===== src/rtl/core/toggle_switch_stochastic_step_assert.svh =====
// Assertion macros shared by the toggle switch RTL.
`ifndef TOGGLE_SWITCH_STOCHASTIC_STEP_ASSERT_SVH
`define TOGGLE_SWITCH_STOCHASTIC_STEP_ASSERT_SVH
`ifndef SYNTH
`define TSS_ASSERT_IMPL(lbl, ante, cons) \
  lbl: assert property (@(posedge clk_i) disable iff (!rst_ni) (ante) |-> (cons)) \
    else $error("assertion failed: same-cycle implication");
`define TSS_ASSERT_NEXT(lbl, ante, cons) \
  lbl: assert property (@(posedge clk_i) disable iff (!rst_ni) (ante) |=> (cons)) \
    else $error("assertion failed: next-cycle implication");
`else
`define TSS_ASSERT_IMPL(lbl, ante, cons)
`define TSS_ASSERT_NEXT(lbl, ante, cons)
`endif
`endif


===== src/rtl/core/tss_pkg.sv =====
// Constants, types and helpers of the toggle switch step block.
package tss_pkg;

  localparam int unsigned FracBits = 16;
  localparam int unsigned One      = 1 << FracBits;
  localparam int unsigned NoiseW   = 16;
  localparam int unsigned LevelW   = 32;
  localparam int unsigned AddrW    = 5;

  localparam logic [29:0] Ln2Q30    = 30'd744261118;
  localparam logic [24:0] DecayQ30  = 25'd32212255;
  localparam logic [63:0] PowSat    = 64'h4000_0000_0000_0000;
  localparam logic [31:0] LevelInit = 32'(10 * One);
  localparam logic [11:0] StepsInit = 12'd300;
  localparam logic [3:0]  TaylorTerms = 4'd12;

  // register map, index = paddr[4:2]
  localparam logic [2:0] RegObsOffset   = 3'd0;
  localparam logic [2:0] RegObsScale    = 3'd1;
  localparam logic [2:0] RegObsPower    = 3'd2;
  localparam logic [2:0] RegDriveFirst  = 3'd3;
  localparam logic [2:0] RegHillFirst   = 3'd4;
  localparam logic [2:0] RegDriveSecond = 3'd5;
  localparam logic [2:0] RegHillSecond  = 3'd6;
  localparam logic [2:0] RegSteps       = 3'd7;

  typedef struct packed {
    logic        start;
    logic [6:0]  iters;
    logic [63:0] dividend;
    logic [63:0] divisor;
  } div_req_t;

  typedef struct packed {
    logic        busy;
    logic        done;
    logic [63:0] quot;
  } div_rsp_t;

  function automatic logic [31:0] clamp_level(input logic signed [49:0] v);
    if (v < $signed(50'(One))) begin
      return 32'(One);
    end else if (v > $signed(50'h0_FFFF_FFFF)) begin
      return 32'hFFFF_FFFF;
    end else begin
      return v[31:0];
    end
  endfunction

endpackage


===== src/rtl/core/tss_div.sv =====
// Shared restoring divider, one quotient bit per cycle.
`include "toggle_switch_stochastic_step_assert.svh"
module tss_div (
  input  logic               clk_i,
  input  logic               rst_ni,
  input  tss_pkg::div_req_t  req_i,
  output tss_pkg::div_rsp_t  rsp_o
);
  import tss_pkg::*;

  logic        busy_q, done_q;
  logic [6:0]  cnt_q;
  logic [63:0] quo_q, rem_q, dvs_q;
  logic [64:0] rem_sh;
  logic        fits;

  assign rem_sh = {rem_q, quo_q[63]};
  assign fits   = rem_sh >= {1'b0, dvs_q};

  always_ff @(posedge clk_i or negedge rst_ni) begin
    if (!rst_ni) begin
      busy_q <= 1'b0;
      done_q <= 1'b0;
      cnt_q  <= '0;
    end else begin
      done_q <= 1'b0;
      if (req_i.start) begin
        busy_q <= 1'b1;
        cnt_q  <= req_i.iters;
      end else if (busy_q) begin
        cnt_q <= cnt_q - 7'd1;
        if (cnt_q == 7'd1) begin
          busy_q <= 1'b0;
          done_q <= 1'b1;
        end
      end
    end
  end

  always_ff @(posedge clk_i) begin
    if (req_i.start) begin
      // left-align so only the significant dividend bits are iterated
      quo_q <= req_i.dividend << (7'd64 - req_i.iters);
      rem_q <= '0;
      dvs_q <= req_i.divisor;
    end else if (busy_q) begin
      quo_q <= {quo_q[62:0], fits};
      rem_q <= fits ? 64'(rem_sh - {1'b0, dvs_q}) : rem_sh[63:0];
    end
  end

  assign rsp_o.busy = busy_q;
  assign rsp_o.done = done_q;
  assign rsp_o.quot = quo_q;

  `TSS_ASSERT_IMPL(a_done_not_busy, done_q, !busy_q)
  `TSS_ASSERT_NEXT(a_start_busy, req_i.start, busy_q)
  `TSS_ASSERT_IMPL(a_busy_count, busy_q, cnt_q != 7'd0)
endmodule


===== config.mk =====
export PLATFORM = sky130hd
export DESIGN_NAME = tss_div
export DESIGN_NICKNAME = d
export VERILOG_FILES = /design/src/rtl/core/tss_pkg.sv /design/src/rtl/core/tss_div.sv
export VERILOG_INCLUDE_DIRS = /design/src /design/src/rtl/core
export SDC_FILE = /design/constraint.sdc
export NUM_CORES = 1
export LEC_CHECK = 0
export BUFFER_PORTS_ARGS = -buffer_cell sky130_fd_sc_hd__buf_2
export CELL_PAD_IN_SITES_DETAIL_PLACEMENT = 0
export CELL_PAD_IN_SITES_GLOBAL_PLACEMENT = 1
export CORE_MARGIN = 8
export CORE_UTILIZATION = 45
export DETAILED_ROUTE_END_ITERATION = 8
export GPL_TIMING_DRIVEN = 0
export PLACE_DENSITY = 0.93
export SYNTH_ARGS = -nofsm -noshare
export SYNTH_HDL_FRONTEND = slang
export SYNTH_SLANG_ARGS = --single-unit

===== constraint.sdc =====
create_clock -name clk_i -period 4.2 [get_ports clk_i]
set_input_delay 0.84 -clock clk_i [delete_from_list [all_inputs] [get_ports clk_i]]
set_output_delay 0.84 -clock clk_i [all_outputs]
set_load 0.005 [all_outputs]

==> results of run 1 <==
-- cell type report --
| cell class | count | area [µm²] |
|---|---|---|
| fillers | 3196 | 15700 |
| flip-flops and latches | 201 | 5350 |
| well taps | 448 | 561 |
| clock inverters | 15 | 124 |
| repair buffers | 202 | 1030 |
| inverters | 86 | 323 |
| plain buffers | 130 | 568 |
| multi-input cells | 1394 | 9170 |
| diodes | 4 | 10.0 |
| clock buffers | 30 | 654 |
-- cells in the mapped netlist (all sizes together), types with 3 or more instances --
master,n,area share
a211oi,19,0.0093
a21boi,8,0.0039
a21o,30,0.015
a21oi,149,0.049
a221o,14,0.0092
a22oi,8,0.0039
a311oi,57,0.033
a31o,3,0.0017
a31oi,11,0.0065
a41oi,3,0.0017
and2,5,0.0020
and3,7,0.0029
buf,38,0.012
clkbuf,92,0.023
dfrtp,9,0.015
dfxtp,64,0.084
edfxtp,128,0.25
ha,67,0.055
inv,85,0.021
mux2,12,0.0088
mux2i,62,0.041
mux4,29,0.043
nand2,292,0.072
nand2b,12,0.0054
nand3,18,0.0059
nand4,23,0.0094
nand4b,3,0.0017
nor2,201,0.050
nor2b,17,0.0070
nor3,19,0.0070
nor3b,3,0.0015
nor4,4,0.0016
o211ai,19,0.0093
o21a,11,0.0054
o21ai,129,0.042
o21bai,10,0.0049
o2bb2ai,31,0.018
o31ai,3,0.0015
o41ai,3,0.0034
or2,4,0.0016
or3,9,0.0037
xnor2,40,0.023
xor2,28,0.016
-- routing by layer --
layer,global-route usage,vias up
met5,0,-
met4,0.102,4
met3,0.0410,141
met2,0.402,688
met1,0.321,7079
li1,-,7058
-- kinds of logic (layout without fill, tap and decap cells) --
kind of cell | count (synthesis) | in the layout
buf+inv | 216 | 463
other cells | 0 | 4
compound gates | 531 | 531
xor+xnor | 68 | 68
flops | 201 | 201
mux | 103 | 103
simple gates | 624 | 624
fa+ha+maj | 68 | 68
-- final timing paths --
path	from	end	slack, ns	depth (start not counted)
hold reg to reg	rem_q[36]	rem_q[37]	0.49	2
setup reg to reg	quo_q[63]	rem_q[60]	0.18	14
max in group asynchronous	rst_ni	cnt_q[6]	3.85	1
hold / removal	rst_ni	done_q	0.17	1
min in group clk_i	rem_q[36]	rem_q[37]	0.49	2
setup / recovery	req_i[128]	quo_q[59]	0.16	13
-- critical path: cells and delay by family --
kind,cells,cell delay [ns]
buf+inv,6,1.59
compound gates,2,0.66
simple gates,3,0.64
xor+xnor,1,0.41
fa+ha+maj,1,0.15
-- power by group --
group / total (mW) / internal [mW] / switching [mW]
Clock: 2.06 / 1.18 / 0.873
Combinational: 1.76 / 0.642 / 1.12
Sequential: 2.40 / 2.29 / 0.108
Total: 6.21 / 4.12 / 2.10
-- flip-flops by register name, summed over array words and instances, names as in the netlist --
name / count
busy_q: 1
cnt_q: 7
done_q: 1
dvs_q: 64
quo_q: 64
rem_q: 64
-- timing repair --
item / CTS / global route
gates cloned: 0 / 0
setup endpoints to repair: 57 / 28
resized for setup: 23 / 30
-- through the flow --
step	setup WS, ns	power (mW)	util	instance area, µm²	TNS (ns)
2_1_floorplan	0.108	3.51	-	15300	0
3_3_place_gp	-1.34	4.10	0.503	16900	-127.89
3_5_place_dp	-1.35	4.12	0.503	16900	-56.66
4_1_cts	0.00732	6.20	0.528	17700	0
5_1_grt	0.000990	6.48	0.530	17800	0
6_report	0.164	6.21	0.531	17800	0
==> results.sh, run 1 <==
export IMPL_wire_per_inst_um=20.8
export IMPL_final_cell_count_no_fill=2510
export IMPL_synth_nets=2017
export IMPL_synth_area_mux_share=0.0922
export IMPL_final_antenna_net_count=0
export IMPL_grt_pass1_wl_um=81500
export IMPL_route_met2_wl_um=24100
export IMPL_synth_simple_area_share=0.175
export IMPL_clockBufferDepth=3
export IMPL_synth_edf_count=128
export IMPL_num_vias=14970
export IMPL_die_area_mm2=0.0401
export IMPL_initial_core_util=0.456
export IMPL_gp_congestion=1.08
export IMPL_final_max_slew_violation_count=0
export IMPL_grt_pass1_vias=14664
export IMPL_post_cts_buffers=0
export IMPL_path_cells="clkbuf_2 > buf_4 > clkbuf_4 > inv_1 > ha_1 > clkbuf_1 > nor3b_1 > xor2_1 > clkbuf_1 > nor2_1 > a21oi_1 > nor2_1 > a221o_1"
export IMPL_synth_adder_area_share=0.0561
export IMPL_ys_ff_latch=201
export IMPL_wirelength_um=52200
export IMPL_synth_flop_cell="edfxtp_1"
export IMPL_core_mm2=0.0335
export IMPL_clkLatencyLatePin_ns=0.52
export IMPL_synth_compound_area_frac=0.232
export IMPL_synthXorXnorAreaFrac=0.0390
export IMPL_num_io_pins=204
export IMPL_yosysUniqueCellTypes=81
export IMPL_antenna_found_initial=5
export IMPL_clock_skew_ns=0.0130
export IMPL_finalCriticalPeriod_ns=4.04
export IMPL_cp_start_kind="input port"
export IMPL_endpoint_kind="register"
export IMPL_cts_tree="yes"
export IMPL_leakage_nw=7.69
export IMPL_met3WireLength_um=3870
export IMPL_grt_util_all_layers=0.247
export IMPL_drive_gt1_frac=0.179
export IMPL_hp_class="input port to asynchronous set/reset pin"
export IMPL_drt_iter0_markers=1346
export IMPL_hold_slack_ns=0.168
export IMPL_cp_data_arrival_time_ns=4.30
export IMPL_async_flop_share=0.0448
export IMPL_yosysSeqAreaShare=0.350
export IMPL_crit_type="input port to register"
export IMPL_vdd_drop_max_uv=320
export IMPL_tightest_slew_ns=0.841
export IMPL_critPathRequiredTime_ns=4.46
export IMPL_fp_dieW_um=200
export IMPL_place_detailed_hpwl_um=41600
export IMPL_via_per_inst=5.96
export IMPL_layout_cells_most_common_list="290 x nand2_1, 228 x buf_2, 200 x nor2_1"
export IMPL_critPathSlowestCell="clkbuf_1"
export IMPL_cts_hold_buffers=0
export IMPL_num_rows=67
export IMPL_rsz0062_at_grt="false"
export IMPL_fp_dieH_um=200
export IMPL_placed_cells=2461
export IMPL_hold_violations=0
export IMPL_first_pass_iters=5
export IMPL_fmax_ghz=0.248
export IMPL_syn_to_final_growth_pct=16.4
export IMPL_p_per_area_mw_per_mm2=349
export IMPL_top_layer="met5"
export IMPL_critical_path_max_fanout=10
export IMPL_cts_made_buffers=25
export IMPL_io_buffers=201
export IMPL_grt_overflow=0
export IMPL_fin_nets=2246
export IMPL_cap_violations=0
export IMPL_setup_viol=0
export IMPL_slew_headroom=0.440
export IMPL_min_period_over_period=0.961
export IMPL_syn_inst=1811
export IMPL_cts_sinks=201
export IMPL_netlist_area_mm2=0.0153
export IMPL_ctsRootBufferMaster="clkbuf_16"
export IMPL_slowest_delay_ns=0.47
export IMPL_clk_pin_slew_ns=0.06
export IMPL_layout_commonest_cell="nand2_1"
export IMPL_drc=0
export IMPL_htree_levels=1
export IMPL_ys_warn_count=0
export IMPL_syn_avg_cell_area_um2=8.44
export IMPL_outcome="finished clean"
export IMPL_grt_max_degree=66
export IMPL_wl_met1_um=22000
export IMPL_synth_top_family_by_area="compound AO/OA/AOI/OAI gates"
Note: power is estimated with default switching activity, not from simulation.
==> run 2: changes to the inputs <==
CORE_UTILIZATION = 49   (was 45)
CTS_BUF_LIST = sky130_fd_sc_hd__clkbuf_4 sky130_fd_sc_hd__clkbuf_8   (was default)
PLACE_DENSITY = 0.95   (was 0.93)
clock period = 4.75 ns   (was 4.2 ns; I/O delays follow)
==> run 2 against run 1 <==
Compared with the run above: largest cell class unchanged; first-iteration DRC count rose by 4.4%; register-to-register slack improved by 0.10 ns; combinational power fell by 11%; sequential share of layout area rose by 0.30 points; global-route usage rose by 3.8 points; highest routed layer is now met4.
==> results.sh, run 2 (synthesis results as in run 1) <==
export IMPL_outcome="finished clean"
export IMPL_leakage_nw=7.66
export IMPL_clock_skew_ns=0.0377
export IMPL_critical_path_max_fanout=10
export IMPL_cap_violations=0
export IMPL_antennaDiodeCount=0
export IMPL_num_vias=15127
export IMPL_tns_ns=0
export IMPL_cp_data_arrival_time_ns=4.85
export IMPL_setup_viol=0
export IMPL_grt_overflow=0
export IMPL_grt_pass1_vias=14880
export IMPL_r2r_slack_ns=0.28
export IMPL_reg_largest_list="dvs_q x64, quo_q x64, rem_q x64"
export IMPL_final_max_slew_violation_count=0
export IMPL_fp_dieH_um=193
export IMPL_hp_class="input port to asynchronous set/reset pin"
export IMPL_clkLatencyLatePin_ns=0.55
export IMPL_cts_made_buffers=36
export IMPL_wire_per_inst_um=21.7
export IMPL_rr_endpoint="rem_q[60]"
export IMPL_die_area_mm2=0.0371
export IMPL_wirelength_um=53700
export IMPL_min_period_over_period=0.967
export IMPL_setup_ws_ns=0.157
export IMPL_fin_nets=2257
export IMPL_p_int_mw=3.64
export IMPL_finalCriticalPeriod_ns=4.59
export IMPL_grt_max_degree=66
export IMPL_antenna_found_initial=0
export IMPL_grt_util_all_layers=0.285
export IMPL_drc=0
export IMPL_dp_slack_ns=-1.30
export IMPL_gp_congestion=1.01
export IMPL_cts_tree="yes"
export IMPL_pwr_share_comb=0.286
export IMPL_clockBufferDepth=3
export IMPL_core_mm2=0.0307
export IMPL_cts_sinks=201
export IMPL_syn_to_final_growth_pct=15.2
export IMPL_layout_commonest_cell="nand2_1"
export IMPL_p_switching_mw=1.83
export IMPL_htree_levels=2
export IMPL_p_sw_frac=0.335
export IMPL_num_io_pins=204
export IMPL_final_antenna_net_count=0
export IMPL_hold_violations=0
export IMPL_ctsRootBufferMaster="clkbuf_8"
export IMPL_power_share_sequential=0.387
export IMPL_io_buffers=201
export IMPL_p_per_area_mw_per_mm2=311
export IMPL_fp_dieW_um=193
export IMPL_p_clk_frac=0.327
export IMPL_timing_rr_start="quo_q[63]"
export IMPL_rsz0062_at_grt="false"
export IMPL_endpoint_kind="register"
export IMPL_slew_headroom=0.409
export IMPL_via_per_inst=6.12
export IMPL_clk_pin_slew_ns=0.06
export IMPL_layout_cells_most_common_list="290 x nand2_1, 228 x buf_2, 200 x nor2_1"
export IMPL_tightest_slew_ns=0.887
export IMPL_num_rows=64
export IMPL_critPathRequiredTime_ns=5.01
export IMPL_fmax_ghz=0.218
export IMPL_crit_type="input port to register"
export IMPL_initial_core_util=0.498
export IMPL_grt_pass1_wl_um=83500
export IMPL_drive_gt1_frac=0.178
export IMPL_cp_start_kind="input port"
export IMPL_r2r_cells=14
export IMPL_first_pass_iters=5
export IMPL_drt_iter0_markers=1405
export IMPL_place_detailed_hpwl_um=43200
export IMPL_hold_slack_ns=0.262
export IMPL_vdd_drop_max_uv=313
export IMPL_n_fill_cell=2881
run 2: cell types whose count changed in the layout (fill, tap and decap cells not counted), sizes merged:
cell      before  now
inv           89   86
diode          4    0
clkinv         9    7
clkinvlp       2    1
clkbuf       124  146
bufinv         1    4
run 2: area by class of cell:
cell class	count	area [µm²]	share of cell area
Clock inverter	12	163	0.00923
Clock buffer	52	616	0.0349
Tap cell	396	495	0.0281
Sequential cell	201	5350	0.304
Buffer	130	549	0.0312
Multi-Input combinational cell	1394	9090	0.516
Inverter	86	323	0.0183
Timing Repair Buffer	202	1030	0.0584
run 2: worst max-delay path by stage:
stage               start   endpoint  slack [ns]  cells after the start
2_1_floorplan  req_i[128]  quo_q[57]        0.31                     14
3_3_place_gp   req_i[128]  quo_q[60]       -1.30                     14
3_5_place_dp   req_i[128]  quo_q[60]       -1.30                     14
4_1_cts         quo_q[63]  rem_q[60]        0.05                     14
5_1_grt        req_i[128]  quo_q[61]       0.005                     15
6_report       req_i[128]  quo_q[61]        0.16                     15
run 2: metal layers:
metal,GRT usage,up-vias,wire (µm),part of all wire
met5,0,-,0,0
met2,0.459,742,24300,0.45
met4,0.115,0,2340,0.044
met1,0.379,7157,22700,0.42
li1,-,7078,-,-
met3,0.0432,150,4300,0.080
run 2: repair_timing:
item	in CTS	in global routing
buffers inserted	0	0
hold buffers	0	0
pin swaps	0	0
resized for setup	11	11
endpoints found under the setup margin	50	16
run 2: critical path, cell delays in order:
cell and delay [ns]:
clkbuf_2 0.25, clkbuf_4 0.33, clkbuf_2 0.32, inv_1 0.18, ha_1 0.23, clkbuf_1 0.20
xor2_1 0.25, clkbuf_1 0.54, nor3_1 0.11, a21oi_1 0.51, mux2i_1 0.27, a21oi_1 0.43
nor2_1 0.07, a21oi_1 0.12, o21ai_0 0.08
run 2: through the flow:
step                      area, µm²  utilization  std cells  power [mW]
after floorplan               15300            -       1811        3.10
after global placement        16800        0.547       2408        3.65
after detailed placement      16800        0.548       2409        3.67
after CTS                     17600        0.574       2473        5.47
after global routing          17600        0.574       2473        5.72
final                         17600        0.574       2473        5.47
run 2: power by group through the flow:
stage	Clock [mW]	Combinational (mW)	Sequential, mW
5_1_grt	1.90	1.70	2.13
3_5_place_dp	0	1.52	2.15
2_1_floorplan	0	0.970	2.13
6_report	1.79	1.56	2.12
4_1_cts	1.83	1.53	2.12
3_3_place_gp	0	1.51	2.15
